===== config.mk =====
export PLATFORM = sky130hd
export DESIGN_NAME = nstd_queue
export DESIGN_NICKNAME = d
export VERILOG_FILES = /design/src/hdl/nstd_pkg.sv /design/src/hdl/nstd_queue.sv
export SDC_FILE = /design/constraint.sdc
export NUM_CORES = 1
export LEC_CHECK = 0
export BUFFER_PORTS_ARGS = -buffer_cell sky130_fd_sc_hd__buf_2
export CORE_MARGIN = 4
export CORE_UTILIZATION = 52
export CTS_CLUSTER_DIAMETER = 60
export DETAILED_ROUTE_END_ITERATION = 10
export GPL_TIMING_DRIVEN = 0
export PLACE_DENSITY = 0.79
export SLEW_MARGIN = 20
export SYNTH_ARGS = -nofsm -noshare
export SYNTH_HDL_FRONTEND = slang
export SYNTH_SLANG_ARGS = --single-unit

===== constraint.sdc =====
create_clock -name clk -period 10.3 [get_ports clk]
set_clock_uncertainty 0.05 [all_clocks]
set_input_delay 2.06 -clock clk [delete_from_list [all_inputs] [get_ports clk]]
set_output_delay 2.06 -clock clk [all_outputs]
set_load 0.01 [all_outputs]

===== src/hdl/nstd_pkg.sv =====
// shared types and constants for the note sequence tempo detector
// no dependencies; imported by every module of the block
`default_nettype none

package nstd_pkg;

    localparam int NOTE_W        = 7;
    localparam int IN_TIME_W     = 48;
    localparam int PATTERN_SLOTS = 8;
    localparam int PATTERN_W     = NOTE_W * PATTERN_SLOTS;
    localparam int LEN_W         = 4;
    localparam int DB_POS_W      = 3;
    localparam int BEATS_W       = 16;
    localparam int TEMPO_W       = 24;
    localparam int SEQ_W         = 32;
    localparam int CFG_DATA_W    = PATTERN_W;
    localparam int CFG_INDEX_W   = 2;

    localparam int DEF_MAX_NOTES = 8;
    localparam int DEF_TIME_BITS = 48;

    // product of beats and microseconds per minute
    localparam int USEC_W = 26;
    localparam int NUM_W  = BEATS_W + USEC_W;
    localparam logic [USEC_W-1:0]  USEC_PER_MINUTE = USEC_W'(60000000);
    localparam logic [TEMPO_W-1:0] TEMPO_MAX       = {TEMPO_W{1'b1}};

    localparam int QUEUE_DEPTH = 2;

    localparam logic [CFG_INDEX_W-1:0] REG_PATTERN_NOTES     = 2'd0;
    localparam logic [CFG_INDEX_W-1:0] REG_PATTERN_LENGTH    = 2'd1;
    localparam logic [CFG_INDEX_W-1:0] REG_DOWNBEAT_POSITION = 2'd2;
    localparam logic [CFG_INDEX_W-1:0] REG_TOTAL_BEATS_Q8    = 2'd3;

    typedef struct packed {
        logic [PATTERN_W-1:0] pattern_notes;
        logic [LEN_W-1:0]     pattern_length;
        logic [DB_POS_W-1:0]  downbeat_position;
        logic [BEATS_W-1:0]   total_beats_q8;
    } nstd_cfg_t;

    // one detection waiting for its tempo division
    typedef struct packed {
        logic [BEATS_W-1:0]   total_beats_q8;
        logic [IN_TIME_W-1:0] elapsed;
        logic [IN_TIME_W-1:0] downbeat_time;
        logic [SEQ_W-1:0]     sequence_number;
    } nstd_job_t;

    typedef enum logic [1:0] {
        BK_IDLE,
        BK_MUL,
        BK_DIV,
        BK_OUT
    } nstd_back_state_t;

endpackage

`default_nettype wire


===== src/hdl/nstd_queue.sv =====
// short job queue between the match front end and the divider back end
// depends on nstd_pkg
`default_nettype none

module nstd_queue
    import nstd_pkg::*;
(
    input  wire logic       clk,
    input  wire logic       rst_n,
    input  wire logic       push,
    input  wire nstd_job_t  push_job,
    input  wire logic       pop,
    output nstd_job_t       pop_job,
    output logic            full,
    output logic            empty
);

    localparam int PTR_W = (QUEUE_DEPTH > 1) ? $clog2(QUEUE_DEPTH) : 1;
    localparam int CNT_W = $clog2(QUEUE_DEPTH + 1);

    nstd_job_t         slots_reg [QUEUE_DEPTH];
    logic [PTR_W-1:0]  wr_ptr_reg, wr_ptr_next;
    logic [PTR_W-1:0]  rd_ptr_reg, rd_ptr_next;
    logic [CNT_W-1:0]  count_reg, count_next;
    logic              do_push;
    logic              do_pop;

    assign full    = (count_reg == CNT_W'(QUEUE_DEPTH));
    assign empty   = (count_reg == '0);
    assign do_push = push && !full;
    assign do_pop  = pop && !empty;
    assign pop_job = slots_reg[rd_ptr_reg];

    always_comb
    begin
        wr_ptr_next = wr_ptr_reg;
        rd_ptr_next = rd_ptr_reg;
        count_next  = count_reg;
        if (do_push)
        begin
            wr_ptr_next = (wr_ptr_reg == PTR_W'(QUEUE_DEPTH - 1)) ? '0
                                                                   : wr_ptr_reg + PTR_W'(1);
        end
        if (do_pop)
        begin
            rd_ptr_next = (rd_ptr_reg == PTR_W'(QUEUE_DEPTH - 1)) ? '0
                                                                   : rd_ptr_reg + PTR_W'(1);
        end
        if (do_push && !do_pop)
        begin
            count_next = count_reg + CNT_W'(1);
        end
        else if (do_pop && !do_push)
        begin
            count_next = count_reg - CNT_W'(1);
        end
    end

    always_ff @(posedge clk)
    begin
        if (do_push)
        begin
            slots_reg[wr_ptr_reg] <= push_job;
        end
    end

    always_ff @(posedge clk or negedge rst_n)
    begin
        if (!rst_n)
        begin
            wr_ptr_reg <= '0;
            rd_ptr_reg <= '0;
            count_reg  <= '0;
        end
        else
        begin
            wr_ptr_reg <= wr_ptr_next;
            rd_ptr_reg <= rd_ptr_next;
            count_reg  <= count_next;
        end
    end

endmodule

`default_nettype wire


Word level (Yosys, flattened, before mapping)

Memory sizes are Yosys's and may differ from the RTL's.
Cells that the tools add are included.

Flip-flop bits (word level): 4
Bits in writable memories: 288
Input port bits: 148
Output and inout bits: 146
Logic and storage cells: 25
Memories: 1

Memories:

| memory    | depth | bits a word | rd ports | clocked after Yosys merged registers in | write ports | line             | text |
|---|---|---|---|---|---|---|---|
| slots_reg | 2     | 144         | 1        | 0                                       | 1           | nstd_queue.sv:21 | `nstd_job_t slots_reg [QUEUE_DEPTH];` |

$add $sub $neg: 4
Eq/ne operators: 1
Muxes and demuxes: 6
Reduce and logical (&&, ||, !) cells: 10

Operator list:

| operator            | count |
|---|---|
| $logic_and 1x1->1   | 4 |
| $logic_not 1->1     | 4 |
| $mux 1              | 4 |
| $mux 2              | 2 |
| $add 1x1->1 const B | 2 |
| $add 2x1->2 const B | 1 |
| $eq 2x2->1 const B  | 1 |
| $logic_not 2->1     | 1 |
| $reduce_bool 2->1   | 1 |
| $sub 2x1->2 const B | 1 |

Logic depth before layout (Yosys ltp)

Depth in word-level cells: 7
Depth in mapped cells: 7
Gate-level depth less buffers: 7

Worst setup path after synthesis

No wires, ideal clock.

Path type: input-to-reg
From: input port push
To: memory slots_reg[0][0] (netlist name) (enable)
Library setup time: 0.649 ns
Arrival: 8.128 ns
Data required time: 9.601 ns
Path slack: 1.473 ns
Stages on the path: 2
Path buffers: 0
Cells stage by stage: nand2_1 > nor2_1

Cells in the longest elaborated chain, start to end: 3

RTL lines:

| item                         | line             | text |
|---|---|---|
| start, declared              | nstd_queue.sv:10 | `input wire logic push,` |
| $logic_and 1x1->1            | nstd_queue.sv:30 | `assign do_push = push && !full;` |
| $mux 1                       | nstd_queue.sv:61 | `if (do_push)` |
| $mux 1 (implied by the code) | nstd_queue.sv:63 | `slots_reg[wr_ptr_reg] <= push_job;` |
| end, declared                | nstd_queue.sv:21 |  |

Every way passes these cells.

==> impl_metrics.yaml <==
outcome:
  status: "finished clean"
sta:
  worstMarginPinSlew_ns: 0.4213
  fin_crit_sh_pct: 38.66
  setup_viol: 0
  rsz0062_at_grt: "false"
  fmax_mhz: 251.1
  report.final.slew_viol_count: 0
  hold_violations: 0
  whs_ns: 0.4709
  period_needed_ns: 3.982
  maxSlewHeadroom_pct: 71.85
placement:
  place_area_sq_um: 12790
  routabilityCongestion: 0.8183
  dp_hpwl_mm: 15.48
  io_buffers: 293
grt:
  grt_pass1_wl_mm: 32.75
  grt_start_max_net_pins: 44
  grt_usage_pct: 17.78
  overflow: 0
  first_global_vias: 6057
  antenna_found_initial: 2
floorplanning:
  die-width_microns: 152.0
  die_y_microns: 152.0
  die-area_sq_um: 23090
  row_count: 52
  core_area_sq_um: 20300
  start_util_pct: 53.09
  io_pins: 294
clocking:
  clock_path_buffers: 3
  post_cts_resized: 0
  clock-sinks: 292
  cts_root_buf: "clkbuf_16"
  cts_hold_buf: 0
  cts_tree: "done"
  cts_buffers: 29
  post_cts_buffers: 0
  path_clk_slew_ns: 0.05
  h-tree-depth: 1
  clk_latency_ns: 0.52
power:
  p_leak_uw: 0.005276
  vdd_drop_max_mv: 0.2266
  powerDensity_nw_per_um2: 284.6
synth:
  syn_inst: 467
  ys_seq_area_share_pct: 81.17
  synthTopCellsByCount: "edfxtp_1 (288), mux2_2 (94), mux2_4 (50)"
  synth_warnings: 0
  synth_edf_count: 288
  synth_flop_cell: "edfxtp_1"
  synth_most_common_cell: "edfxtp_1"
  synth_top_area_cell: "edfxtp_1"
  synth.avg_cell_area_sq_um: 23.08
  synth_top_area_share_pct: 80.24
  synth_nets: 616
  yosys.cell_types.count: 15
  synthesis.area_sq_um: 10780
  synth_seq_cells: 292
  ys_top_cells_by_area: "edfxtp_1 (80%), mux2_2 (9.8%), mux2_4 (7.0%)"
  synthArstFlopShare_pct: 1.370
worst_setup_path:
  critPathMaxFanout: 10
  reg2reg_depth: 6
  end_kind: "primary output"
  worstSetupStartpointType: "flip-flop"
  required_ns: 8.19
  cp_data_arrival_time_ns: 1.87
  critical_path_class: "reg -> out"
finish:
  fin_area_sq_um: 13620
  fin_nets: 949
  n_antenna_cell: 0
  syn_to_final_growth_pct: 26.38
  largest_register_ffs: 288
  post-route-util_pct: 67.10
  drive_gt1_share_pct: 60.76
routing:
  antenna_left: 0
  drt-initial-drc-count: 237
  vias: 5503
  via_per_inst: 5.058
  drt-pass1-iter-count: 4
  wl_per_cell_microns: 19.52
  route.detailed.drc: 0
  wl_mm: 21.24
job:
  cap_violations: 0
min_path:
  whs_path_depth: 1
  worstHoldPathType: "reg -> reg"
[kinds of logic (layout without fill, tap and decap cells)]
family	Yosys count	after routing	share of synthesized area [%]
compound gates	1	1	0.04639
xor+xnor	5	5	0.4064
fa+ha+maj	1	1	0.1161
buf+inv	18	369	1.219
flops	292	292	81.17
mux	144	144	16.79
simple gates	6	6	0.2554
[stage by stage]
| stage | setup WS (ns) | setup TNS (ns) | power (uW) | instances |
|---|---|---|---|---|
| 2_1_floorplan | 1.473 | 0 | 2529 | 467 |
| 3_3_place_gp | -1.256 | -179.48 | 2973 | 1030 |
| 3_5_place_dp | 6.601 | 0 | 2993 | 1039 |
| 4_1_cts | 6.236 | 0 | 3928 | 1088 |
| 5_1_grt | 6.221 | 0 | 4068 | 1088 |
| 6_report | 6.318 | 0 | 3876 | 1088 |
[layer usage]
layer / track usage (%) / vias up / wire length [microns]
met5: 0 / - / 22
met2: 30.97 / 276 / 10570
met3: 5.887 / 48 / 2057
met4: 5.351 / 4 / 601
met1: 21.17 / 2651 / 7984
li1: - / 2524 / -
[layout make-up]
type	instances	area [sq um]
Buffer	16	123.9
Tap cell	270	337.8
Inverter	2	7.507
Timing Repair Buffer	302	1662
Clock buffer	41	770.7
Fill cell	1349	6679
Clock inverter	8	60.06
Multi-Input combinational cell	157	1911
Sequential cell	292	8748
[critical path, stage by stage (launching register included)]
cell and delay [ns]:
dfrtp_1 0.33, buf_6 0.16, buf_6 0.19, buf_6 0.20, mux2_4 0.32, buf_2 0.14
[worst paths after layout]
check	from	to	slack [ns]
min in group asynchronous	rst_n	wr_ptr_reg	1.29
worst max-delay path	rd_ptr_reg	pop_job[62]	6.32
worst min register to register	count_reg[1]	count_reg[1]	0.47
worst max register to register	count_reg[0]	slots_reg[0][15]	8.12
max in group asynchronous	rst_n	count_reg[0]	8.79
worst min-delay path	count_reg[1]	count_reg[1]	0.47
[cell usage in the layout (no fill, tap or decap), types with 2 or more instances in the layout]
| master | n |
|---|---|
| clkinv_2 | 3 |
| mux2_4 | 50 |
| clkbuf_1 | 12 |
| nor2_1 | 2 |
| clkbuf_16 | 29 |
| edfxtp_1 | 288 |
| buf_6 | 7 |
| xnor2_1 | 3 |
| mux2_2 | 94 |
| clkinv_1 | 4 |
| inv_1 | 2 |
| buf_2 | 302 |
| buf_16 | 2 |
| xor2_1 | 2 |
| dfrtp_1 | 4 |
| buf_12 | 7 |
[power breakdown]
part           internal [uW]  switching, uW  leakage, uW  total, uW
combinational            608            656      0.00215       1260
clock                    539            386     0.000404        925
sequential              1620           65.1      0.00272       1690
No activity file was read; power rests on OpenSTA's default activity.
